===== src/sobel_pkg.sv =====
// ----------------------------------------------------------------------------
// Sobel gradient package
// Shared types, register indexes and sizing constants for the Sobel block.
// ----------------------------------------------------------------------------
package sobel_pkg;

  // Default line memory depth: the widest row the block can hold.
  localparam int MAX_WIDTH_DEF = 2048;

  // Configuration port.
  localparam int CFG_IDX_W  = 1;
  localparam int CFG_DATA_W = 13;

  typedef enum logic [CFG_IDX_W-1:0] {
    CFG_FRAME_WIDTH  = 1'b0,
    CFG_FRAME_HEIGHT = 1'b1
  } cfg_idx_t;

  // Field widths.
  localparam int GRAY_W = 8;
  localparam int GRAD_W = 11;
  localparam int COL_W  = 11;
  localparam int ROW_W  = 12;

  // One entry of the line memory: the gray levels one and two rows above.
  typedef struct packed {
    logic [GRAY_W-1:0] above1;
    logic [GRAY_W-1:0] above2;
  } line_pair_t;

  // One new window column, top to bottom.
  typedef struct packed {
    logic [GRAY_W-1:0] top;
    logic [GRAY_W-1:0] mid;
    logic [GRAY_W-1:0] bot;
  } win_col_t;

  // One result item.
  typedef struct packed {
    logic signed [GRAD_W-1:0] grad_x;
    logic signed [GRAD_W-1:0] grad_y;
    logic [COL_W-1:0]         center_col;
    logic [ROW_W-1:0]         center_row;
    logic                     frame_last;
  } result_t;

endpackage


===== src/sobel_out_buf.sv =====
// ----------------------------------------------------------------------------
// Sobel output buffer
// Three-entry result queue that decouples the pipeline from the consumer.
// ----------------------------------------------------------------------------
module sobel_out_buf (
  input  logic                clk,
  input  logic                rst_n,
  input  logic                push,
  input  sobel_pkg::result_t  push_data,
  input  logic                pending,
  output logic                block_in,
  output logic                out_valid,
  input  logic                out_stall,
  output sobel_pkg::result_t  out_data
);
  import sobel_pkg::*;

  localparam int DEPTH = 3;
  localparam int PTR_W = 2;
  localparam int CNT_W = 2;
  localparam logic [PTR_W-1:0] LAST_PTR = PTR_W'(DEPTH - 1);
  localparam logic [CNT_W-1:0] FULL_CNT = CNT_W'(DEPTH);
  localparam logic [CNT_W-1:0] NEAR_CNT = CNT_W'(DEPTH - 1);

  result_t          entry_r [DEPTH];
  logic [PTR_W-1:0] wr_ptr_r, rd_ptr_r;
  logic [CNT_W-1:0] cnt_r;
  logic             pop;

  assign out_valid = (cnt_r != '0);
  assign pop       = out_valid && !out_stall;
  assign out_data  = entry_r[rd_ptr_r];

  // An item entering now reaches the queue in the next cycle; refuse it unless
  // a slot is sure to be free by then, counting the result already in flight.
  assign block_in = (cnt_r == FULL_CNT) || ((cnt_r == NEAR_CNT) && pending);

  always_ff @(posedge clk) begin
    if (push) begin
      entry_r[wr_ptr_r] <= push_data;
    end
  end

  always_ff @(posedge clk) begin
    if (!rst_n) begin
      wr_ptr_r <= '0;
      rd_ptr_r <= '0;
      cnt_r    <= '0;
    end else begin
      if (push) begin
        wr_ptr_r <= (wr_ptr_r == LAST_PTR) ? '0 : wr_ptr_r + 1'b1;
      end
      if (pop) begin
        rd_ptr_r <= (rd_ptr_r == LAST_PTR) ? '0 : rd_ptr_r + 1'b1;
      end
      if (push && !pop) begin
        cnt_r <= cnt_r + 1'b1;
      end else if (pop && !push) begin
        cnt_r <= cnt_r - 1'b1;
      end
    end
  end

endmodule


===== config.mk =====
export PLATFORM = sky130hd
export DESIGN_NAME = sobel_out_buf
export DESIGN_NICKNAME = d
export VERILOG_FILES = /design/src/sobel_pkg.sv /design/src/sobel_out_buf.sv
export SDC_FILE = /design/constraint.sdc
export NUM_CORES = 1
export LEC_CHECK = 0
export CAP_MARGIN = 30
export CORE_ASPECT_RATIO = 1.1
export CORE_MARGIN = 8
export CORE_UTILIZATION = 50
export DETAILED_ROUTE_END_ITERATION = 6
export DONT_BUFFER_PORTS = 1
export PLACE_DENSITY_LB_ADDON = 0.08
export SYNTH_ARGS = -nofsm -noshare
export SYNTH_HDL_FRONTEND = slang
export SYNTH_SLANG_ARGS = --single-unit

===== constraint.sdc =====
create_clock -name clk -period 5.47 [get_ports clk]
set_clock_uncertainty 0.05 [all_clocks]
set_input_delay 0.547 -clock clk [delete_from_list [all_inputs] [get_ports clk]]
set_output_delay 0.547 -clock clk [all_outputs]
set_load 0.01 [all_outputs]

After elaboration in Yosys (flattened, before gate mapping)
Memory sizes are Yosys's and may differ from the RTL's. A register that Yosys moved wholly into a read port is not among the register bits.
Index checks and enable logic that the tools add are counted.
{"block": "totals", "n_memories": 1, "reg_bits": 6, "word_cells": 30, "ram_bits": 138}
{"name": "entry_r", "words": 3, "width": 46, "read_ports": 1, "rd_ports_with_merged_regs": 1, "write_ports": 1, "line_no": "sobel_out_buf.sv:25", "source": "result_t entry_r [DEPTH];"}
{"block": "op_classes", "muxes": 8, "add_sub_neg": 4, "eq_ne": 4, "reduce_logical": 10}
{"op": "$mux W2", "n": 6}
{"op": "$eq A2 B2 Y1 const B", "n": 4}
{"op": "$add A2 B1 Y2 const B", "n": 3}
{"op": "$logic_and A1 B1 Y1", "n": 4}
{"op": "$reduce_bool A2 Y1", "n": 2}
{"op": "$logic_not A1 Y1", "n": 3}
{"op": "$mux W1", "n": 2}
{"op": "$sub A2 B1 Y2 const B", "n": 1}
{"op": "$logic_or A1 B1 Y1", "n": 1}

Logic depth before layout (Yosys ltp)
Gate-level depths: netlist (run 1).
{"block": "depth", "word_depth": 5, "depth_mapped": 5, "depth_no_buf": 5}

Least setup slack after synthesis (run 1)
No wires, ideal clock.
{"block": "synth_path", "path_type": "input to register", "startpoint": "in push", "endpoint": "mem entry_r[0][0] (netlist name), enable pin", "n_path_buf": 0, "arrival_ps": 3958, "required_time_ps": 4902, "slack_ps": 944, "stages": 1, "setup_ps": 518, "cell_sequence": "nor3b_1"}
{"block": "synth_between", "elab_chain_cells": 2}
{"element": "from (decl)", "line_no": "sobel_out_buf.sv:8", "source": "input logic push,"}
{"element": "$mux W1", "line_no": "sobel_out_buf.sv:39", "source": "if (push) begin"}
{"element": "$mux W1 (not written as such)", "line_no": "sobel_out_buf.sv:40", "source": "entry_r[wr_ptr_r] <= push_data;"}
{"element": "to (decl)", "line_no": "sobel_out_buf.sv:25"}
No other way between the ends.

==> out/metrics.csv, run 1 <==
stage;metric;value;unit
worst_setup_path;worst_setup_path_start_kind;flip-flop;
worst_setup_path;worstSetupPathType;reg -> out;
worst_setup_path;worstPathMaxFanout;46;
worst_setup_path;path_buf_inv;0;
power;max-vdd-ir-drop;0.251;mV
floorplanning;core_area;10800;um2
synth;netlist_instances;324;
final_layout;final_core_util;0.580;
power;finalPower;3.00;mW
cts;cts_hold_buf;0;
placed_design;port_buffers;0;
synth;synth_top_family_by_area;multiplexers;
synth;muxShareOfSynthArea;0.0851;
synth;yosys.area_share.adder;0.00231;
drt;drc;0;
timing;fmax;0.413;GHz
run;max-cap-violations;0;
worst_setup_path;required;4870;ps
floorplanning;dieArea;14400;um2
drt;viasPerCell;5.23;
timing;slew-limit-headroom;0.375;
cts;h-tree-depth;4;
final_layout;area_delta_synth_final;15.3;%
synth;yosysSeqAreaShare;0.795;
cts;root_buffer;clkbuf_16;
synth;synth-simple-area-share;0.0460;
placed_design;placed_area;5570;um2
timing;final.setup.tns;0;ps
timing;finalCritPeriodShare;0.443;
worst_setup_path;crit_path_end_kind;output port;
floorplanning;start_util;0.503;
timing;grt_setup_unrepaired;false;
synth;ys_ff_latch;146;
floorplanning;dieHeight;125;um
synth;synth_area_leaders;edfxtp_1 (77%), mux2i_1 (8.5%), o21ai_1 (4.3%), nand2_1 (3.5%), dfxtp_1 (3.0%);
worst_setup_path;cp_top_family;flip-flops;
synth;synth_xor_area_frac;0.00324;
synth;yosys_warnings;0;
cts;clk_latency;400;ps
cts;cts_resized;0;
floorplanning;io_pins;99;
timing;setup_viol;0;
synth;ys.flop_type;edfxtp_1;
cts;cts_buffers;17;
worst_setup_path;cpMaxStageDelayCell;dfxtp_4;
synth;synth_edf_count;138;
synth;avgSynthCellArea;16.7;um2
drt;num_vias;2565;
worst_setup_path;crit_chain;mux2i_1, o21ai_1;
timing;slew_viol_final;0;
timing;tightest_slew;938;ps
synth;synthArstFlopShare;0;
synth;synth.distinct_cells;23;
synth;synthesis.nets;376;
global_route;grt_pass1_wl;14600;um
worst_setup_path;worstPathArrival;1820;ps
global_route;track_usage;0.139;
synth;post-synth-top-area-cell;edfxtp_1;
cts;cts_tree;yes;
run_status;status;finished, final reports clean;
synth;synth_compound_area_frac;0.0539;
worst_hold_path;holdCritPathClass;in -> reg;
synth;synth.most_common_cell;edfxtp_1;
worst_setup_path;slowest_delay;910;ps
synth;yosysTopAreaCellShare;0.766;
synth;synth_area;5410;um2
final_layout;drive_gt1_frac;0.105;
global_route;globalRouteOverflowTotal;0;
timing;hold_viol_final;0;
floorplanning;rows;40;
power;p_per_area;480;nW/um2
drt;drt_pre_antenna_iters;4;
placed_design;dp_hpwl;5370;um
global_route;grt_pass1_vias;2666;
drt;wl_per_cell;19.4;um
cts;ctsLongestPathBuffers;2;
drt;final_antenna_net_count;0;
placed_design;gp_congestion;0.695;
global_route;grt_max_degree;93;
final_layout;nets;383;
cts;clock_sink_count;146;
synth;synth_commonest_cells;edfxtp_1 (138), nand2_1 (50), mux2i_1 (46), o21ai_1 (46), dfxtp_1 (8);
drt;drt_iter0_markers;86;
cts;clk_pin_slew_worst_paths;60;ps
final_layout;diodes;0;
drt;routed_wl;9500;um
cts;post_cts_buffers;0;
floorplanning;die_w;115;um
power;p_leak;1.96;nW
final_layout;finalInstanceArea;6240;um2
timing;timing.final.crit_period;2420;ps
global_route;antenna_found_initial;0;
-- cells by family after synthesis --
| logic type | after synthesis |
|---|---|
| mux | 46 |
| fa+ha+maj | 1 |
| simple gates | 60 |
| xor+xnor | 2 |
| flops | 146 |
| compound gates | 54 |
| buf+inv | 15 |
-- where the power goes --
part	internal [mW]	total (mW)	switching, mW	leakage [nW]
Sequential	1.29	1.39	0.102	1.34
Combinational	0.128	0.304	0.175	0.290
Clock	0.892	1.30	0.407	0.322
-- per-stage QoR --
step                cells  hold slack [ps]  worst slack (ps)
floorplan             324              401               944
global placement      459              409              3420
global route          490              160              2900
finish                490              183              3050
detailed placement    459              428              3410
CTS                   490              160              2970
-- path summary, 6_finish.rpt --
check                     start             end  slack [ps]  depth (start not counted)
setup / recovery      flip-flop     out_data[0]        3050                          2
hold / removal    push_data[25]  entry_r[0][25]         180                          0
setup reg to reg    wr_ptr_r[0]  entry_r[1][10]        3850                          3
hold reg to reg     rd_ptr_r[0]       flip-flop         450                          2
-- metal layers --
metal,up-vias,routed length (um),track usage
met1,1245,3510,0.142
li1,1228,-,-
met3,13,998,0.0761
met5,-,0,0
met2,79,4840,0.225
met4,0,144,0.0697
-- layout by cell type (no fill, tap or decap) --
master | netlist | layout
clkbuf_16 | 0 | 17
mux2i_1 | 46 | 46
xor2_1 | 1 | 1
o21bai_2 | 1 | 1
o21ai_1 | 46 | 46
nor3b_2 | 0 | 1
buf_4 | 5 | 3
nor2b_1 | 2 | 2
bufinv_16 | 0 | 7
or3_1 | 2 | 2
clkinvlp_4 | 0 | 1
o21a_1 | 3 | 3
clkinv_1 | 0 | 3
clkbuf_1 | 7 | 1
clkinv_2 | 0 | 2
or2_1 | 1 | 1
dfxtp_4 | 0 | 2
ha_1 | 1 | 1
o21ai_0 | 1 | 1
a21boi_1 | 3 | 3
dfxtp_1 | 8 | 6
xnor2_1 | 1 | 1
nor2_4 | 0 | 2
edfxtp_1 | 138 | 138
or3b_1 | 1 | 1
and2_1 | 1 | 1
nand2_1 | 50 | 50
-- registers in the layout (all words and copies together) (netlist names), named ones only --
signal	count
entry_r	138
rd_ptr_r	2
wr_ptr_r	2
cnt_r	2
-- cell type report --
type,instances,area [um2]
clock buffers,18,429
clock inverters,13,239
fillers,824,4520
multi-input cells,163,1050
flip-flops and latches,146,4310
well taps,147,184
repair buffers,3,22.5
(Power assumes the default switching activity.)
==> inputs of run 2 (changes only) <==
==> constraint.sdc (replaced) <==
create_clock -name clk -period 2.4 [get_ports clk]
set_clock_uncertainty 0.05 [all_clocks]
set_input_delay 0.24 -clock clk [delete_from_list [all_inputs] [get_ports clk]]
set_output_delay 0.24 -clock clk [all_outputs]
set_load 0.01 [all_outputs]
==> run 2 against run 1 <==
- critical path depth up 1
- die area unchanged
- sequential power rose by 120%
- first-iteration DRC count is 56% higher
- routed wire length increased by 1.0%
- non-clock buffer count rose by 53
- cell count increased by 11%
- setup slack got worse by 2500 ps
- clock power increased by 92%
- critical path type unchanged
- global-route usage is 0.15 points lower
==> out/metrics.csv, run 2 (synthesis results as in run 1) <==
stage;metric;value;unit
run_status;status;finished, final reports clean;
drt;drt_iter0_markers;134;
cts;ctsLongestPathBuffers;2;
power;finalPower;6.47;mW
floorplanning;dieArea;14400;um2
worst_setup_path;worstPathArrival;1590;ps
worst_setup_path;crit_path_end_kind;output port;
timing;finalCritPeriodShare;0.783;
drt;drc;0;
cts;clock_sink_count;146;
placed_design;dp_hpwl;5670;um
global_route;grt_pass1_wl;14600;um
worst_setup_path;worstPathMaxFanout;48;
final_layout;final_cells;544;
global_route;globalRouteOverflowTotal;0;
timing;setup_viol;0;
global_route;antenna_found_initial;0;
timing;fmax;0.532;GHz
cts;cts_buffers;17;
timing;fin_ws;522;ps
timing;hold_viol_final;0;
cts;cts_tree;yes;
drt;routed.top_layer;met4;
cts;cts_hold_buf;49;
cts;root_buffer;clkbuf_16;
cts;cts_resized;0;
cts;post_cts_buffers;0;
final_layout;fillCellCount;812;
cts;clk_latency;400;ps
timing;timing.final.crit_period;1880;ps
drt;routed-wl-met2;5060;um
drt;drt_pre_antenna_iters;6;
final_layout;largest_reg_flops;138;
final_layout;top_register;entry_r;
timing;slew_viol_final;0;
floorplanning;rows;40;
worst_setup_path;cpMaxStageDelayCell;dfxtp_4;
floorplanning;core_area;10800;um2
global_route;grt_pass1_vias;2810;
final_layout;final_core_util;0.623;
placed_design;placed_area;5640;um2
final_layout;nets;436;
power;max-vdd-ir-drop;0.529;mV
timing;slew-limit-headroom;0.699;
floorplanning;io_pins;99;
drt;num_vias;2744;
timing;final.setup.tns;0;ps
worst_setup_path;required;2110;ps
timing;tightest_slew;451;ps
power;p_per_area;966;nW/um2
cts;h-tree-depth;4;
floorplanning;start_util;0.503;
placed_design;dp_cells;463;
worst_hold_path;holdCritPathClass;in -> reg;
timing;grt_setup_unrepaired;false;
floorplanning;die_w;115;um
cts;clk_pin_slew_worst_paths;60;ps
drt;routed_wl;9600;um
run;max-cap-violations;0;
worst_setup_path;worstSetupPathType;reg -> out;
drt;met3_wirelength;565;um
global_route;track_usage;0.138;
final_layout;final_common_cell;edfxtp_1;
drt;met1_length;3910;um
final_layout;drive_gt1_frac;0.103;
final_layout;final_cell_mix;edfxtp_1 (138), nand2_1 (50), dlygate4sd3_1 (49);
drt;viasPerCell;5.04;
global_route;grt_max_degree;49;
timing;hold-worst-slack;123;ps
drt;wl_per_cell;17.6;um
worst_setup_path;crit_chain;buf_12, nand2_1, o21ai_1;
final_layout;diodes;0;
worst_setup_path;slowest_delay;630;ps
worst_setup_path;worst_setup_path_start_kind;flip-flop;
placed_design;port_buffers;0;
power;p_leak;2.13;nW
final_layout;finalInstanceArea;6700;um2
final_layout;area_delta_synth_final;23.8;%
floorplanning;dieHeight;125;um
placed_design;gp_congestion;0.689;
placed_design;place_ws;892;ps
drt;final_antenna_net_count;0;
-- run 2: cell types whose count changed in the layout (fill, tap and decap cells not counted) --
| cell | previous run | this run |
|---|---|---|
| dlygate4sd3_1 | 0 | 49 |
| bufinv_16 | 7 | 2 |
| clkinvlp_4 | 1 | 5 |
| buf_12 | 0 | 3 |
| clkinv_4 | 0 | 2 |
| buf_4 | 3 | 4 |
| clkinv_2 | 2 | 1 |
| dfxtp_2 | 0 | 1 |
| dfxtp_4 | 2 | 1 |
| inv_6 | 0 | 1 |
| nor3b_2 | 1 | 0 |
| nor3b_4 | 0 | 1 |
-- run 2: report_power, final --
part | switching (mW) | leakage [nW] | internal (mW)
clock network | 0.965 | 0.261 | 1.52
logic | 0.596 | 0.527 | 0.374
registers | 0.0775 | 1.34 | 2.94
-- run 2: critical path: cells and delay by family (launching register included) --
family                 cells  cell delay (ps)
AO/OA/AOI/OAI              1              200
flip-flops                 1              630
AND/OR/NAND/NOR            1               70
buffers and inverters      1              280
-- run 2: layer usage --
metal	track usage	vias to the layer above
li1	-	1342
met4	0.0557	0
met2	0.234	70
met5	0	-
met3	0.0583	4
met1	0.147	1328
-- run 2: area by class of cell --
class / count / area (um2) / share of cell area
repair buffers: 56 / 581 / 0.0866
clock inverters: 14 / 140 / 0.0209
well taps: 147 / 184 / 0.0275
clock buffers: 18 / 429 / 0.0641
multi-input cells: 163 / 1060 / 0.158
flip-flops and latches: 146 / 4310 / 0.643
-- run 2: final timing paths --
kind	to	slack [ps]	cells after the start	startpoint
worst max-delay path	out_data[0]	520	3	flip-flop
worst min-delay path	wr_ptr_r[1]	120	3	push
worst max register to register	wr_ptr_r[0]	610	4	wr_ptr_r[1]
worst min register to register	flip-flop	450	2	rd_ptr_r[0]
==> inputs of run 3 (changes only) <==
==> constraint.sdc (replaced) <==
create_clock -name clk -period 1.7 [get_ports clk]
set_clock_uncertainty 0.05 [all_clocks]
set_input_delay 0.17 -clock clk [delete_from_list [all_inputs] [get_ports clk]]
set_output_delay 0.17 -clock clk [all_outputs]
set_load 0.01 [all_outputs]
==> run 3 against run 2 <==
- count of clock-buffer cells in the layout did not move
- routed wire length is 0.46% higher
- combinational power increased by 53%
- non-clock buffer count grew 3
- largest power group unchanged
==> out/metrics.csv, run 3 (synthesis results as in run 1) <==
stage;metric;value;unit
drt;drt_pre_antenna_iters;4;
final_layout;final_cells;545;
global_route;track_usage;0.141;
run;max-cap-violations;0;
final_layout;nets;439;
worst_setup_path;worstSetupPathType;reg -> out;
worst_hold_path;holdCritPathClass;in -> reg;
cts;h-tree-depth;4;
worst_setup_path;required;1480;ps
final_layout;largest_reg_flops;138;
cts;clk_pin_slew_worst_paths;60;ps
timing;hold_viol_final;0;
floorplanning;io_pins;99;
worst_setup_path;reg2reg_setup_slack;80;ps
cts;cts_tree;yes;
worst_setup_path;crit_path_end_kind;output port;
drt;wl_per_cell;17.7;um
cts;ctsLongestPathBuffers;2;
drt;num_vias;2809;
timing;timing.final.crit_period;1650;ps
final_layout;seq_area;4310;um2
floorplanning;dieHeight;125;um
global_route;globalRouteOverflowTotal;0;
timing;setup_viol;0;
power;p_leak;2.19;nW
placed_design;dp_hpwl;5800;um
cts;clock_sink_count;146;
worst_setup_path;regToRegStartpoint;wr_ptr_r[1];
final_layout;diodes;0;
drt;viasPerCell;5.15;
final_layout;final_cell_mix;edfxtp_1 (138), nand2_1 (50), dlygate4sd3_1 (49);
worst_setup_path;worstPathMaxFanout;30;
cts;cts_buffers;17;
timing;slew-limit-headroom;0.787;
cts;root_buffer;clkbuf_16;
global_route;grt_max_degree;51;
worst_setup_path;cpMaxStageDelayCell;dfxtp_2;
final_layout;top_register;entry_r;
floorplanning;die_w;115;um
worst_hold_path;min_path_cells;3;
final_layout;drive_gt1_frac;0.146;
global_route;antenna_found_initial;0;
drt;drt_iter0_markers;120;
placed_design;dp_cells;466;
timing;slew_viol_final;0;
placed_design;gp_congestion;0.681;
timing;tightest_slew;318;ps
final_layout;final_common_cell;edfxtp_1;
timing;fmax;0.608;GHz
global_route;grt_pass1_wl;15000;um
global_route;grt_pass1_vias;2896;
floorplanning;dieArea;14400;um2
final_layout;area_delta_synth_final;26.2;%
timing;grt_setup_unrepaired;true;
power;max-vdd-ir-drop;0.818;mV
timing;finalCritPeriodShare;0.968;
run_status;status;finished, final reports clean;
floorplanning;core_area;10800;um2
worst_setup_path;worstPathArrival;1430;ps
worst_setup_path;crit_chain;buf_12, mux2i_1, o21ai_2;
final_layout;fillCellCount;786;
power;p_per_area;1360;nW/um2
cts;clk_latency;400;ps
floorplanning;start_util;0.503;
floorplanning;rows;40;
drt;final_antenna_net_count;0;
placed_design;port_buffers;0;
worst_setup_path;reg2regPathDepth;4;
final_layout;multiInputGateArea;1120;um2
worst_hold_path;hp-start;out_stall;
worst_setup_path;rr_endpoint;wr_ptr_r[0];
timing;final.setup.tns;0;ps
worst_setup_path;slowest_delay;360;ps
drt;routed_wl;9640;um
drt;drc;0;
worst_setup_path;worst_setup_path_start_kind;flip-flop;
## run 3: cell types whose count changed in the layout (fill, tap and decap cells not counted)
cell / before / now
clkinv_4: 2 / 0
clkinvlp_4: 5 / 3
o21ai_2: 0 / 16
bufinv_16: 2 / 3
buf_6: 0 / 2
clkinv_1: 3 / 4
buf_4: 4 / 2
buf_12: 3 / 6
o21ai_1: 46 / 30
dfxtp_1: 6 / 5
dfxtp_2: 1 / 2
## run 3: how the worst max path moves through the flow
stage / from / endpoint / slack [ps]
floorplan: wr_ptr_r[1] / entry_r[0][0] / -370
global placement: cnt_r[0] / cnt_r[1] / 240
detailed placement: cnt_r[0] / cnt_r[1] / 180
CTS: flip-flop / out_data[15] / 9
global route: flip-flop / out_data[21] / -50
finish: flip-flop / out_data[21] / 50
## run 3: power breakdown
| group | internal [mW] | switching (mW) |
|---|---|---|
| Sequential | 4.15 | 0.0915 |
| Clock | 2.27 | 1.30 |
| Combinational | 0.587 | 0.895 |
| Total | 7.00 | 2.28 |
## run 3: cell type report
type | instances | share of cell area
clock buffer | 18 | 0.0628
sequential | 146 | 0.631
multi-input combinational | 163 | 0.164
timing repair buffer | 59 | 0.0949
clock inverter | 12 | 0.0207
tap | 147 | 0.0269
## run 3: critical path: cells and delay by family (launching register included)
| family | cells | cell delay [ps] |
|---|---|---|
| buffers and inverters | 1 | 250 |
| AO/OA/AOI/OAI | 1 | 110 |
| multiplexers | 1 | 280 |
| flip-flops | 1 | 360 |
## run 3: layer usage
layer / global-route usage / wire length [um]
met5: 0 / 0
met1: 0.148 / 3870
met2: 0.241 / 5120
met3: 0.0554 / 542
met4: 0.0697 / 110
## run 3: through the flow
step	util	setup slack (ps)	power (mW)	area, um2	hold slack [ps]
final	0.635	54.4	9.29	6830	62.7
after global routing	0.635	-54.8	9.67	6830	83.4
after CTS	0.630	8.75	9.36	6780	58.2
after detailed placement	0.530	182	5.66	5700	219
after global placement	0.530	236	5.64	5700	219
after floorplan	-	-371	5.34	5440	219
## run 3: timing repair
item | 4_1_cts | 5_1_grt
buffers inserted | 0 | 0
hold buffers | 49 | 0
pin swaps | 0 | 0
endpoints found under the hold margin | 146 | 0
endpoints found under the setup margin | 15 | 27
resized for setup | 5 | 13
