$ cat src/sobel_pkg.sv
// ----------------------------------------------------------------------------
// Sobel gradient package
// Shared types, register indexes and sizing constants for the Sobel block.
// ----------------------------------------------------------------------------
package sobel_pkg;

  // Default line memory depth: the widest row the block can hold.
  localparam int MAX_WIDTH_DEF = 2048;

  // Configuration port.
  localparam int CFG_IDX_W  = 1;
  localparam int CFG_DATA_W = 13;

  typedef enum logic [CFG_IDX_W-1:0] {
    CFG_FRAME_WIDTH  = 1'b0,
    CFG_FRAME_HEIGHT = 1'b1
  } cfg_idx_t;

  // Field widths.
  localparam int GRAY_W = 8;
  localparam int GRAD_W = 11;
  localparam int COL_W  = 11;
  localparam int ROW_W  = 12;

  // One entry of the line memory: the gray levels one and two rows above.
  typedef struct packed {
    logic [GRAY_W-1:0] above1;
    logic [GRAY_W-1:0] above2;
  } line_pair_t;

  // One new window column, top to bottom.
  typedef struct packed {
    logic [GRAY_W-1:0] top;
    logic [GRAY_W-1:0] mid;
    logic [GRAY_W-1:0] bot;
  } win_col_t;

  // One result item.
  typedef struct packed {
    logic signed [GRAD_W-1:0] grad_x;
    logic signed [GRAD_W-1:0] grad_y;
    logic [COL_W-1:0]         center_col;
    logic [ROW_W-1:0]         center_row;
    logic                     frame_last;
  } result_t;

endpackage

$ cat src/sobel_window.sv
// ----------------------------------------------------------------------------
// Sobel window
// Holds the two older window columns and forms both gradients of the window
// that the incoming column completes.
// ----------------------------------------------------------------------------
module sobel_window (
  input  logic                          clk,
  input  logic                          rst_n,
  input  logic                          step,
  input  sobel_pkg::win_col_t           col_new,
  output logic signed [sobel_pkg::GRAD_W-1:0] grad_x,
  output logic signed [sobel_pkg::GRAD_W-1:0] grad_y
);
  import sobel_pkg::*;

  localparam int SW = GRAD_W + 1;

  // col0_r is the leftmost column, col1_r the middle one.
  win_col_t col0_r, col1_r;

  logic signed [SW-1:0] t0, t1, t2, m0, m2, b0, b1, b2;
  logic signed [SW-1:0] gx_full, gy_full;

  always_ff @(posedge clk) begin
    if (!rst_n) begin
      col0_r <= '0;
      col1_r <= '0;
    end else if (step) begin
      col0_r <= col1_r;
      col1_r <= col_new;
    end
  end

  always_comb begin
    t0 = $signed({{(SW-GRAY_W){1'b0}}, col0_r.top});
    t1 = $signed({{(SW-GRAY_W){1'b0}}, col1_r.top});
    t2 = $signed({{(SW-GRAY_W){1'b0}}, col_new.top});
    m0 = $signed({{(SW-GRAY_W){1'b0}}, col0_r.mid});
    m2 = $signed({{(SW-GRAY_W){1'b0}}, col_new.mid});
    b0 = $signed({{(SW-GRAY_W){1'b0}}, col0_r.bot});
    b1 = $signed({{(SW-GRAY_W){1'b0}}, col1_r.bot});
    b2 = $signed({{(SW-GRAY_W){1'b0}}, col_new.bot});
    // Right minus left, middle row weighted twice.
    gx_full = (t2 - t0) + ((m2 - m0) <<< 1) + (b2 - b0);
    // Bottom minus top, middle column weighted twice.
    gy_full = (b0 - t0) + ((b1 - t1) <<< 1) + (b2 - t2);
  end

  assign grad_x = gx_full[GRAD_W-1:0];
  assign grad_y = gy_full[GRAD_W-1:0];

endmodule

$ cat config.mk
export PLATFORM = sky130hd
export DESIGN_NAME = sobel_window
export DESIGN_NICKNAME = d
export VERILOG_FILES = /design/src/sobel_pkg.sv /design/src/sobel_window.sv
export SDC_FILE = /design/constraint.sdc
export NUM_CORES = 1
export LEC_CHECK = 0
export BUFFER_PORTS_ARGS = -buffer_cell sky130_fd_sc_hd__buf_2
export CAP_MARGIN = 10
export CORE_ASPECT_RATIO = 1.2
export CORE_MARGIN = 2
export CORE_UTILIZATION = 54
export CTS_CLUSTER_DIAMETER = 80
export DETAILED_ROUTE_END_ITERATION = 12
export PLACE_DENSITY_LB_ADDON = 0.05
export SYNTH_ARGS = -nofsm -noshare
export SYNTH_HDL_FRONTEND = slang
export SYNTH_SLANG_ARGS = --single-unit
$ cat constraint.sdc
create_clock -name clk -period 11.4 [get_ports clk]
set_input_delay 1.71 -clock clk [delete_from_list [all_inputs] [get_ports clk]]
set_output_delay 1.71 -clock clk [all_outputs]
set_load 0.05 [all_outputs]
== Word level (Yosys, flattened, before mapping) ==
Cells that the tools add are included.
Word-level totals
  flip-flop bits (word level): 48
  bits in latches: 0
  RAM bits: 0
  memory bits (read-only): 0
  output and inout port bits: 22
  word-level logic and storage cells: 16
  memories kept: 0
Cells by class
  add/sub/neg operators: 10
  multipliers: 0
  divide/modulo/power cells: 0
  order comparisons: 0
  equal/unequal tests: 0
  shift-type cells: 0
  mux-type cells: 0
  bitwise operators: 0
  reductions and logical operators: 0
Operators by type and width (count)
  8-bit by 8-bit subtractor with 9-bit output: 6
  11-bit by 9-bit adder with 11-bit output: 2
  9-bit by 10-bit adder with 11-bit output: 2

== Depth between registers and ports, before layout ==
Gate-level depths: netlist of the first run.
  word-level depth: 3
  gate-level depth with buffers: 17

== Least setup slack after synthesis of the first run ==
Ideal clock, no wire load.
  kind: input to output
  start point: input col_new[0] in the netlist's numbering
  end point: output grad_x[10] in the netlist's numbering
  data arrival time: 5.227 ns
  setup slack: 4.463 ns
  cell stages on the path: 15
  path buffers: 0
  cells stage by stage: inv_1 ha_1 fa_1 nand2b_1 a21boi_1 nor3_1 or2_2 fa_1 inv_1 ha_1 and3_4 a2111oi_4 o21ai_2 a21oi_2 xnor2_1
Between the ends
  cells in the longest elaborated chain, start to end: 2
Ends and longest elaborated chain
  start, declared: RTL line sobel_window.sv:10  | input sobel_pkg::win_col_t col_new,
  8-bit by 8-bit subtractor with 9-bit output: RTL line sobel_window.sv:44  | gx_full = (t2 - t0) + ((m2 - m0) <<< 1) + (b2 - b0);
  11-bit by 9-bit adder with 11-bit output: RTL line sobel_window.sv:44
  end, declared: RTL line sobel_window.sv:11  | output logic signed [sobel_pkg::GRAD_W-1:0] grad_x,
Every way passes these cells.

== Worst setup path in the final report of the first run ==
Ends and elaborated chain as after synthesis.

==> reports/metrics.yaml, run 1 <==
logic_synthesis:
  synth.avg_cell_area_um2: 8.81
  synth.lib_cells_used.distinct: 43
  synth_seq_area_share_pct: 19.0
  synthArstFlopShare_pct: 0
  synth_edf_count: 0
  syn-num-nets: 695
  ys_warn_count: 0
  synthesis.area_um2: 5060
  syn-instance-count: 574
  synth-main-ff-cell: "dfxtp_1"
  synth_seq_cells: 48
cells_and_area:
  design.final.nets: 740
  mostFrequentLayoutCell: "inv_1"
  final_core_utilization_pct: 60.5
  multi_input_area_um2: 3720
  post_route_cells_drive_above_1_share_pct: 10.8
  antenna_cells_inserted: 0
  seq_area_um2: 961
  layout.cells.most_common_list: "inv_1, ha_1, nor2b_1"
  syn2layout_area_growth_pct: 8.71
  fillerInstances: 834
timing:
  post-route-period-util_pct: 63.0
  setup-violations-final: 0
  slew_violations: 0
  max_freq_ghz: 0.139
  slew_headroom_pct: 44.1
  setup_tns_ns: 0
  timing.final.ws_setup_ns: 4.22
  grt_setup_unrepaired: "no"
  fin_hold_viols: 0
  post-route-min-period_ns: 7.18
  hold_ws_ns: 0.520
  max_slew.worst_pin.slew_ns: 0.839
  worst_clock_skew_ns: 0.00685
run:
  max-cap-violations: 0
grt:
  grt_start_max_net_pins: 49
  globalRoute.totalOverflow: 0
  grt_usage_pct: 22.3
  grt_first_pass_wirelength_um: 18300
  grt_antenna_before_repair: 0
  first_global_vias: 4071
cts:
  clkTransAtPathRegs_ns: 0.08
  h_tree_depth_reported_by_cts: 2
  post-cts-setup-buffers: 0
  cts_tree: "built"
  hold_buffers: 0
  cts_max_path_buffers: 2
  cts.repair.resized: 0
  clock-root-buffer: "clkbuf_8"
  clkSinkCount: 48
  tritoncts.num_buffers: 5
  worstSkewPairLatency_ns: 0.31
die:
  start_util_pct: 55.7
  die-area_um2: 10200
  ios: 49
  row_count: 38
  die_w_um: 92.3
  die_height_um: 110
  fp.coreArea_um2: 9080
worst_setup_path:
  critical_path_arrival_ns: 5.47
  reg2reg_from: "col0_r[17]"
  worst_setup_path_start_kind: "input pin"
  critical_path_class: "in -> out"
  path_max_fanout: 5
  data_required_time_at_the_worst_endpoint_ns: 9.69
  cp-startpoint: "col_new[0]"
  worstSetupEndpointType: "primary output"
  regToRegSetupSlack_ns: 10.66
power_and_ir_drop:
  worst_ir_drop_vdd_mv: 0.349
  total_power_after_layout_mw: 1.34
  power_density_nw_per_um2: 244
  p_leak_nw: 2.62
placement:
  pre_cts_slack_ns: 4.20
  io_buffer_count: 48
  place.detailed.hpwl_um: 8570
  finalWeightedCongestion: 0.921
drt:
  drc: 0
  routedWlPerCell_um: 14.1
  detail-route-antenna-nets: 0
  vias_per_cell: 5.31
  detailedRoute.firstIterationViolations: 98
  route.vias.total: 3932
  routed_wl_um: 10500
  detailedRoute.firstPassIterationCount: 4
min_path:
  worstHoldPathType: "reg -> reg"
  hold_path.startpoint: "col0_r[12]"
run_status:
  outcome: "finished, final reports clean"
power by group:
part           switching, mW  internal (mW)  total [mW]
Clock                 0.0594         0.0497       0.109
Combinational          0.719          0.331        1.05
Sequential           0.00586          0.176       0.181
Total                  0.784          0.556        1.34
Yosys cell counts, drive strengths merged (6+ instances only):
| master | instances | area share, % |
|---|---|---|
| o21ai | 13 | 1.4 |
| nand2 | 14 | 1.0 |
| a21oi | 24 | 2.5 |
| a21o | 13 | 1.9 |
| nand3 | 13 | 1.3 |
| o21a | 6 | 0.89 |
| nor2b | 58 | 7.2 |
| ha | 68 | 17 |
| fa | 26 | 10 |
| o2111ai | 7 | 1.2 |
| nor2 | 26 | 1.9 |
| nor3 | 18 | 1.8 |
| inv | 87 | 6.5 |
| dfxtp | 48 | 19 |
| xnor2 | 27 | 4.7 |
| mux2i | 48 | 9.5 |
| clkbuf | 6 | 0.45 |
| xor2 | 23 | 4.0 |
layout make-up:
class / count / area share (%)
Multi-Input combinational cell: 428 / 67.7
Tap cell: 120 / 2.73
Timing Repair Buffer: 49 / 4.51
Sequential cell: 48 / 17.5
Inverter: 87 / 5.94
Clock buffer: 8 / 1.64
state kept, by name, summed over array words and instances, names as in the netlist:
name,cells
col1_r,16
b0,8
col0_r,16
b1,8
kinds of logic after synthesis:
kind of cell               share of synthesized area, %
muxes                                              9.50
adders and majority gates                          27.1
and+or+nand+nor                                    16.2
DFF                                                19.0
xor gates and xnor gates                           8.66
AOI/OAI and AO/OA                                  12.1
buffers and inverters                              7.40
per-stage QoR:
| stage | instances | area, um^2 |
|---|---|---|
| after floorplan | 574 | 5060 |
| after global placement | 732 | 5410 |
| after detailed placement | 732 | 5410 |
| after CTS | 740 | 5500 |
| after global routing | 740 | 5500 |
| final | 740 | 5500 |
worst max-delay path, stage by stage:
cell and delay [ns]:
buf_2 0.09, inv_1 0.05, ha_1 0.22, fa_1 0.41
nand2b_1 0.17, a21boi_1 0.18, nor3_1 0.06, or2_2 0.29
fa_1 0.55, inv_1 0.04, ha_1 0.36, and3_4 0.20
a2111oi_4 0.47, o21ai_2 0.12, a21oi_2 0.15, xnor2_1 0.12
buf_2 0.28
final timing paths:
check / end / cells after the start
setup / recovery: grad_x[10] / 17
hold / removal: col0_r[12] / 2
setup reg to reg: col0_r[17] / 2
hold reg to reg: col0_r[12] / 2
layer usage:
metal  up-vias  wire [um]  global-route usage [%]
met5         -          0                       0
met4         0        358                    9.17
met3        29        286                    2.79
met2        78       5110                    39.8
met1      1800       4710                    27.3
li1       2025          -                       -
Note: power is estimated with default switching activity, not from simulation.
==> run 2: changes to the inputs <==
--- a/config.mk
+++ b/config.mk
@@ -5,6 +5,7 @@
 export SDC_FILE = /design/constraint.sdc
 export NUM_CORES = 1
 export LEC_CHECK = 0
+export ABC_AREA = 1
 export BUFFER_PORTS_ARGS = -buffer_cell sky130_fd_sc_hd__buf_2
 export CAP_MARGIN = 10
 export CORE_ASPECT_RATIO = 1.2
==> constraint.sdc (replaced) <==
create_clock -name clk -period 7.3 [get_ports clk]
set_input_delay 1.095 -clock clk [delete_from_list [all_inputs] [get_ports clk]]
set_output_delay 1.095 -clock clk [all_outputs]
set_load 0.05 [all_outputs]
==> run 2 against run 1 <==
Global-route usage up 3.6 points. Clock skew decreased by 0.0022 ns. Via count grew 24%. Non-clock buffer count fell by 1. Area after synthesis up 2.9%. Clock power up 120%. Worst setup slack got worse by 2.1 ns. Critical path depth fell by 1. Hold slack got worse by 0.058 ns. Wire length increased by 22%. Largest cell class unchanged. Largest power group unchanged.
==> reports/metrics.yaml, run 2 <==
run_status:
  outcome: "finished, final reports clean"  # unchanged
run:
  max-cap-violations: 0  # unchanged
cts:
  tritoncts.num_buffers: 5  # unchanged
  clock-root-buffer: "clkbuf_16"  # was clkbuf_8
  hold_buffers: 0  # unchanged
  clkTransAtPathRegs_ns: 0.07  # was 0.08 ns
  h_tree_depth_reported_by_cts: 2  # unchanged
  post-cts-setup-buffers: 0  # unchanged
  clkSinkCount: 48  # unchanged
  cts.repair.resized: 0  # unchanged
  cts_tree: "built"  # unchanged
  cts_max_path_buffers: 2  # unchanged
  worstSkewPairLatency_ns: 0.29  # was 0.31 ns
worst_setup_path:
  reg2reg_from: "col0_r[17]"  # unchanged
  path_max_fanout: 5  # unchanged
  data_required_time_at_the_worst_endpoint_ns: 6.20  # was 9.69 ns
  critical_path_arrival_ns: 4.12  # was 5.47 ns
  critical_path_class: "in -> out"  # unchanged
  worst_setup_path_start_kind: "input pin"  # unchanged
  cp-startpoint: "col_new[5]"  # was col_new[0]
  worstSetupEndpointType: "primary output"  # unchanged
  timing.reg2reg.worst_path_depth: 2  # unchanged
logic_synthesis:
  synth_seq_cells: 48  # unchanged
  synth_seq_area_share_pct: 18.5  # was 19.0%
  synth_common_cells: "nand2_1, inv_1, a21oi_1"  # was inv_1, ha_1, nor2b_1
  synth.lib_cells_used.distinct: 30  # was 43
  synth-main-ff-cell: "dfxtp_1"  # unchanged
  yosysMostFrequentCell: "nand2_1"  # was inv_1
  synth_edf_count: 0  # unchanged
  synth_top_cell_area_share_pct: 18.5  # was 19.0%
  synthesis.area_um2: 5200  # was 5060 um^2
  syn-num-nets: 884  # was 695
  synth.avg_cell_area_um2: 6.82  # was 8.81 um^2
  ys_warn_count: 0  # unchanged
  syn-instance-count: 763  # was 574
  post-synth-top-area-cell: "dfxtp_1"  # unchanged
  ys_top_cells_by_area: "dfxtp_1, ha_1, nand2_1, inv_1, fa_1"  # was dfxtp_1, ha_1, fa_1, mux2i_1, nor2b_1
  synthArstFlopShare_pct: 0  # unchanged
timing:
  grt_setup_unrepaired: "no"  # unchanged
  max_slew.worst_pin.slew_ns: 0.845  # was 0.839 ns
  worst_clock_skew_ns: 0.00466  # was 0.00685 ns
  post-route-min-period_ns: 5.22
  post-route-period-util_pct: 71.5
  fin_hold_viols: 0  # unchanged
  max_freq_ghz: 0.192
  setup-violations-final: 0  # unchanged
  slew_headroom_pct: 43.7  # was 44.1%
  slew_violations: 0  # unchanged
  setup_tns_ns: 0  # unchanged
cells_and_area:
  layout.cells.non_filler: 926  # was 740
  design.final.nets: 924  # was 740
  layout.cell_area.non_filler_um2: 5670  # was 5500 um^2
  antenna_cells_inserted: 0  # unchanged
  layout.cells.most_common_list: "nand2_1, inv_1, a21oi_1"  # was inv_1, ha_1, nor2b_1
  syn2layout_area_growth_pct: 8.92  # was 8.71%
  post_route_cells_drive_above_1_share_pct: 8.34  # was 10.8%
  mostFrequentLayoutCell: "nand2_1"  # was inv_1
  layout_top_registers: "col0_r: 16 flops, col1_r: 16 flops"  # unchanged
grt:
  grt_start_max_net_pins: 55  # was 49
  grt_first_pass_wirelength_um: 21900  # was 18300 um
  globalRoute.totalOverflow: 0  # unchanged
  grt_antenna_before_repair: 0  # unchanged
  first_global_vias: 4774  # was 4071
  grt_usage_pct: 25.9  # was 22.3%
placement:
  placement.cell_area_um2: 5520  # was 5410 um^2
  io_buffer_count: 48  # unchanged
  dpl.cell_count: 919  # was 732
  finalWeightedCongestion: 1.01  # was 0.921
  place.detailed.hpwl_um: 10400  # was 8570 um
drt:
  detailedRoute.firstIterationViolations: 236  # was 98
  detailedRoute.firstPassIterationCount: 4  # unchanged
  vias_per_cell: 5.27  # was 5.31
  route.vias.total: 4877  # was 3932
  detail-route-antenna-nets: 0  # unchanged
  routed_wl_um: 12800  # was 10500 um
  drc: 0  # unchanged
  routedWlPerCell_um: 13.8  # was 14.1 um
die:
  fp.coreArea_um2: 9470  # was 9080 um^2
  die_height_um: 112  # was 110 um
  row_count: 39  # was 38
  ios: 49  # unchanged
  die_w_um: 93.6  # was 92.3 um
  die-area_um2: 10400  # was 10200 um^2
  start_util_pct: 55.0  # was 55.7%
min_path:
  worstHoldPathType: "reg -> reg"  # unchanged
  hold_path.startpoint: "col0_r[12]"  # unchanged
  min_delay_path_depth: 2  # unchanged
power_and_ir_drop:
  power_density_nw_per_um2: 423  # was 244 nW/um^2
  p_leak_nw: 3.08  # was 2.62 nW
  worst_ir_drop_vdd_mv: 0.520  # was 0.349 mV
==> run 2: layer usage <==
layer  track usage, %  vias up  wire, um  share of wire (%)
li1                 -     2514         -                  -
met1             30.3     2268      5500                 43
met2             49.6       77      6720                 53
met3             1.89       18       265                2.1
met4             7.44        0       269                2.1
met5                0        -         0                  0
==> run 2: worst max-delay path, cell delays in order <==
cell,delay [ns]
buf_2,0.12
ha_1,0.35
a21oi_1,0.30
o21ai_0,0.12
a21oi_1,0.24
inv_1,0.11
fa_1,0.60
inv_1,0.06
ha_1,0.34
nand2_1,0.09
nor2_1,0.15
nand3_1,0.11
nand3_1,0.09
nand2_1,0.05
nand2_1,0.05
buf_2,0.25
==> run 2: logic make-up after synthesis <==
family	count (synthesis)	synth area share, %
fa+ha+maj	94	26.4
flops	48	18.5
xor+xnor	28	4.71
compound gates	145	15.2
buf+inv	160	12.0
simple gates	288	23.3
==> run 2: per-stage QoR <==
| step | total power, mW | utilization [%] | worst slack [ns] | hold slack (ns) |
|---|---|---|---|---|
| 3_5_place_dp | 2.15 | 58.3 | 2.10 | 0.455 |
| 3_3_place_gp | 2.13 | 58.3 | 2.16 | 0.447 |
| 5_1_grt | 2.60 | 59.9 | 1.83 | 0.501 |
| 2_1_floorplan | 1.78 | - | 2.21 | 0.437 |
| 6_report | 2.40 | 59.9 | 2.08 | 0.462 |
| 4_1_cts | 2.40 | 59.9 | 2.08 | 0.464 |
==> run 2: final cells by class <==
type | instances | area [um^2]
fillers | 939 | 3800
clock buffers | 6 | 139
inverters | 145 | 544
repair buffers | 48 | 240
clock inverters | 1 | 8.76
well taps | 123 | 154
flip-flops and latches | 48 | 961
multi-input cells | 555 | 3620
==> run 2: final timing paths <==
path	to	slack [ns]
hold reg to reg	col0_r[12]	0.46
setup / recovery	grad_x[10]	2.08
setup reg to reg	col0_r[17]	6.53
hold / removal	col0_r[12]	0.46
==> run 2: power breakdown <==
part	total, mW	internal [mW]	switching [mW]	leakage, nW
clock network	0.241	0.135	0.106	0.0729
registers	0.290	0.280	0.0101	0.398
logic	1.86	0.524	1.34	2.61
==> run 3: changes to the inputs <==
==> constraint.sdc (replaced) <==
create_clock -name clk -period 5.3 [get_ports clk]
set_input_delay 0.795 -clock clk [delete_from_list [all_inputs] [get_ports clk]]
set_output_delay 0.795 -clock clk [all_outputs]
set_load 0.05 [all_outputs]
==> run 3 against run 2 <==
Utilization is the same. Non-clock buffer count is the same. Total power grew 37%. Clock skew grew 0.00094 ns. Clock power grew 36%. Wire length shrank 0.50%. Die area is the same. Design area is the same. Clock-buffer cell count is the same. Hold slack lost 0.0018 ns. Global-route usage shrank 0.19 points. Combinational power grew 38%.
==> reports/metrics.yaml, run 3 (synthesized netlist as in run 2, its figures left out) <==
run_status:
  outcome: "finished, final reports clean"  # unchanged
timing:
  hold_ws_ns: 0.460  # was 0.462 ns
  slew_headroom_pct: 43.8  # was 43.7%
  max_freq_ghz: 0.216
  post-route-min-period_ns: 4.62
  setup-violations-final: 0  # unchanged
  setup_tns_ns: 0  # unchanged
  fin_hold_viols: 0  # unchanged
  worst_clock_skew_ns: 0.00560  # was 0.00466 ns
  timing.final.ws_setup_ns: 0.678  # was 2.08 ns
  post-route-period-util_pct: 87.2
  slew_violations: 0  # unchanged
  grt_setup_unrepaired: "no"  # unchanged
  max_slew.worst_pin.slew_ns: 0.842  # was 0.845 ns
cells_and_area:
  syn2layout_area_growth_pct: 8.92  # unchanged
  antenna_cells_inserted: 0  # unchanged
  layout_top_registers: "col0_r: 16 flops, col1_r: 16 flops"  # unchanged
  fillerInstances: 928  # was 939
  post_route_cells_drive_above_1_share_pct: 8.34  # unchanged
  layout.cells.non_filler: 926  # unchanged
  design.final.nets: 924  # unchanged
  final_core_utilization_pct: 59.9  # unchanged
  mostFrequentLayoutCell: "nand2_1"  # unchanged
  layout.cell_area.non_filler_um2: 5670  # unchanged
  layout.cells.most_common_list: "nand2_1, inv_1, a21oi_1"  # unchanged
min_path:
  hold-path-endpoint: "col0_r[12]"  # unchanged
  worstHoldPathType: "reg -> reg"  # unchanged
  hold_path.startpoint: "col0_r[12]"  # unchanged
  min_delay_path_depth: 2  # unchanged
power_and_ir_drop:
  net-switching-power_mw: 2.00  # was 1.46 mW
  total_power_after_layout_mw: 3.29  # was 2.40 mW
  p_leak_nw: 3.08  # unchanged
  p_comb_share_pct: 77.9  # was 77.8%
  power.switching_fraction_pct: 60.7  # was 60.8%
  worst_ir_drop_vdd_mv: 0.673  # was 0.520 mV
  clock_power_share_pct: 9.9  # was 10.1%
  power_density_nw_per_um2: 581  # was 423 nW/um^2
  p_seq_share_pct: 12.1  # about the same
  power_report.internal_total_mw: 1.29  # was 0.939 mW
cts:
  cts.repair.resized: 0  # unchanged
  cts_tree: "built"  # unchanged
  clkSinkCount: 48  # unchanged
  post-cts-setup-buffers: 0  # unchanged
  clock-root-buffer: "clkbuf_16"  # unchanged
  cts_max_path_buffers: 2  # unchanged
  clkTransAtPathRegs_ns: 0.06  # was 0.07 ns
  worstSkewPairLatency_ns: 0.29  # about the same
  hold_buffers: 0  # unchanged
  tritoncts.num_buffers: 5  # unchanged
  h_tree_depth_reported_by_cts: 2  # unchanged
placement:
  finalWeightedCongestion: 1.01  # about the same
  placement.cell_area_um2: 5520  # unchanged
  dpl.cell_count: 919  # unchanged
  place.detailed.hpwl_um: 10400  # about the same
  io_buffer_count: 48  # unchanged
  pre_cts_slack_ns: 0.701  # was 2.10 ns
die:
  row_count: 39  # unchanged
  start_util_pct: 55.0  # unchanged
  die-area_um2: 10400  # unchanged
  die_w_um: 93.6  # unchanged
  die_height_um: 112  # unchanged
  fp.coreArea_um2: 9470  # unchanged
  ios: 49  # unchanged
drt:
  routed_wl_um: 12700  # was 12800 um
  route.vias.total: 4881  # was 4877
  detailedRoute.firstIterationViolations: 244  # was 236
  drc: 0  # unchanged
  detailedRoute.firstPassIterationCount: 6  # was 4
  detail-route-antenna-nets: 0  # unchanged
  routedWlPerCell_um: 13.7  # was 13.8 um
  vias_per_cell: 5.27  # about the same
grt:
  grt_first_pass_wirelength_um: 21800  # was 21900 um
  globalRoute.totalOverflow: 0  # unchanged
  grt_antenna_before_repair: 0  # unchanged
  grt_usage_pct: 25.7  # was 25.9%
  first_global_vias: 4755  # was 4774
  grt_start_max_net_pins: 55  # unchanged
worst_setup_path:
  regToRegSetupSlack_ns: 4.54  # was 6.53 ns
  worstSetupEndpointType: "primary output"  # unchanged
  critical_path_class: "in -> out"  # unchanged
  path_max_fanout: 5  # unchanged
  regToRegEndpoint: "col0_r[17]"  # unchanged
  data_required_time_at_the_worst_endpoint_ns: 4.51  # was 6.20 ns
  reg2reg_from: "col0_r[17]"  # unchanged
  worst_setup_path_start_kind: "input pin"  # unchanged
  critical_path_arrival_ns: 3.83  # was 4.12 ns
  timing.reg2reg.worst_path_depth: 2  # unchanged
run:
  max-cap-violations: 0  # unchanged
-- run 3: cell counts in the layout (fill, tap and decap cells not counted) --
No cell type changed its count.
-- run 3: final cells by class --
| class | instances | area (um^2) | area share (%) |
|---|---|---|---|
| Multi-Input combinational cell | 555 | 3620 | 63.9 |
| Sequential cell | 48 | 961 | 17.0 |
| Inverter | 145 | 544 | 9.60 |
| Timing Repair Buffer | 48 | 240 | 4.24 |
| Tap cell | 123 | 154 | 2.72 |
| Clock buffer | 6 | 139 | 2.45 |
| Clock inverter | 1 | 8.76 | 0.155 |
-- run 3: worst max path at each step --
stage,startpoint,endpoint,slack (ns),depth (start not counted)
final,col_new[21],grad_y[10],0.68,18
after global routing,col_new[5],grad_x[10],0.40,16
after CTS,col_new[0],grad_x[10],0.68,18
after detailed placement,col_new[0],grad_x[10],0.70,18
after global placement,col_new[0],grad_x[10],0.76,18
after floorplan,col_new[0],grad_x[5],0.81,11
-- run 3: power groups by stage --
stage / combinational [mW] / clock [mW] / sequential, mW
finish: 2.57 / 0.327 / 0.399
global route: 2.82 / 0.346 / 0.402
CTS: 2.57 / 0.334 / 0.399
detailed placement: 2.56 / 0 / 0.407
global placement: 2.52 / 0 / 0.407
floorplan: 2.05 / 0 / 0.403
-- run 3: layer usage --
metal | track usage, % | up-vias | share of wire, % | routed length [um]
li1 | - | 2517 | - | -
met1 | 30.5 | 2234 | 43 | 5420
met2 | 48.1 | 102 | 51 | 6530
met3 | 1.83 | 28 | 2.6 | 332
met4 | 8.99 | 0 | 3.3 | 413
met5 | 0 | - | 0 | 0
-- run 3: worst max-delay path, stage by stage --
cell	delay (ns)
buf_2	0.12
inv_1	0.07
ha_1	0.36
nand2_1	0.13
inv_1	0.05
a21boi_0	0.24
nand2_1	0.08
nand2_1	0.06
nand2_1	0.08
fa_1	0.55
inv_1	0.05
ha_1	0.36
nand2_1	0.09
nand2_1	0.07
a21oi_1	0.24
nand4_1	0.13
nand2_1	0.08
buf_2	0.25
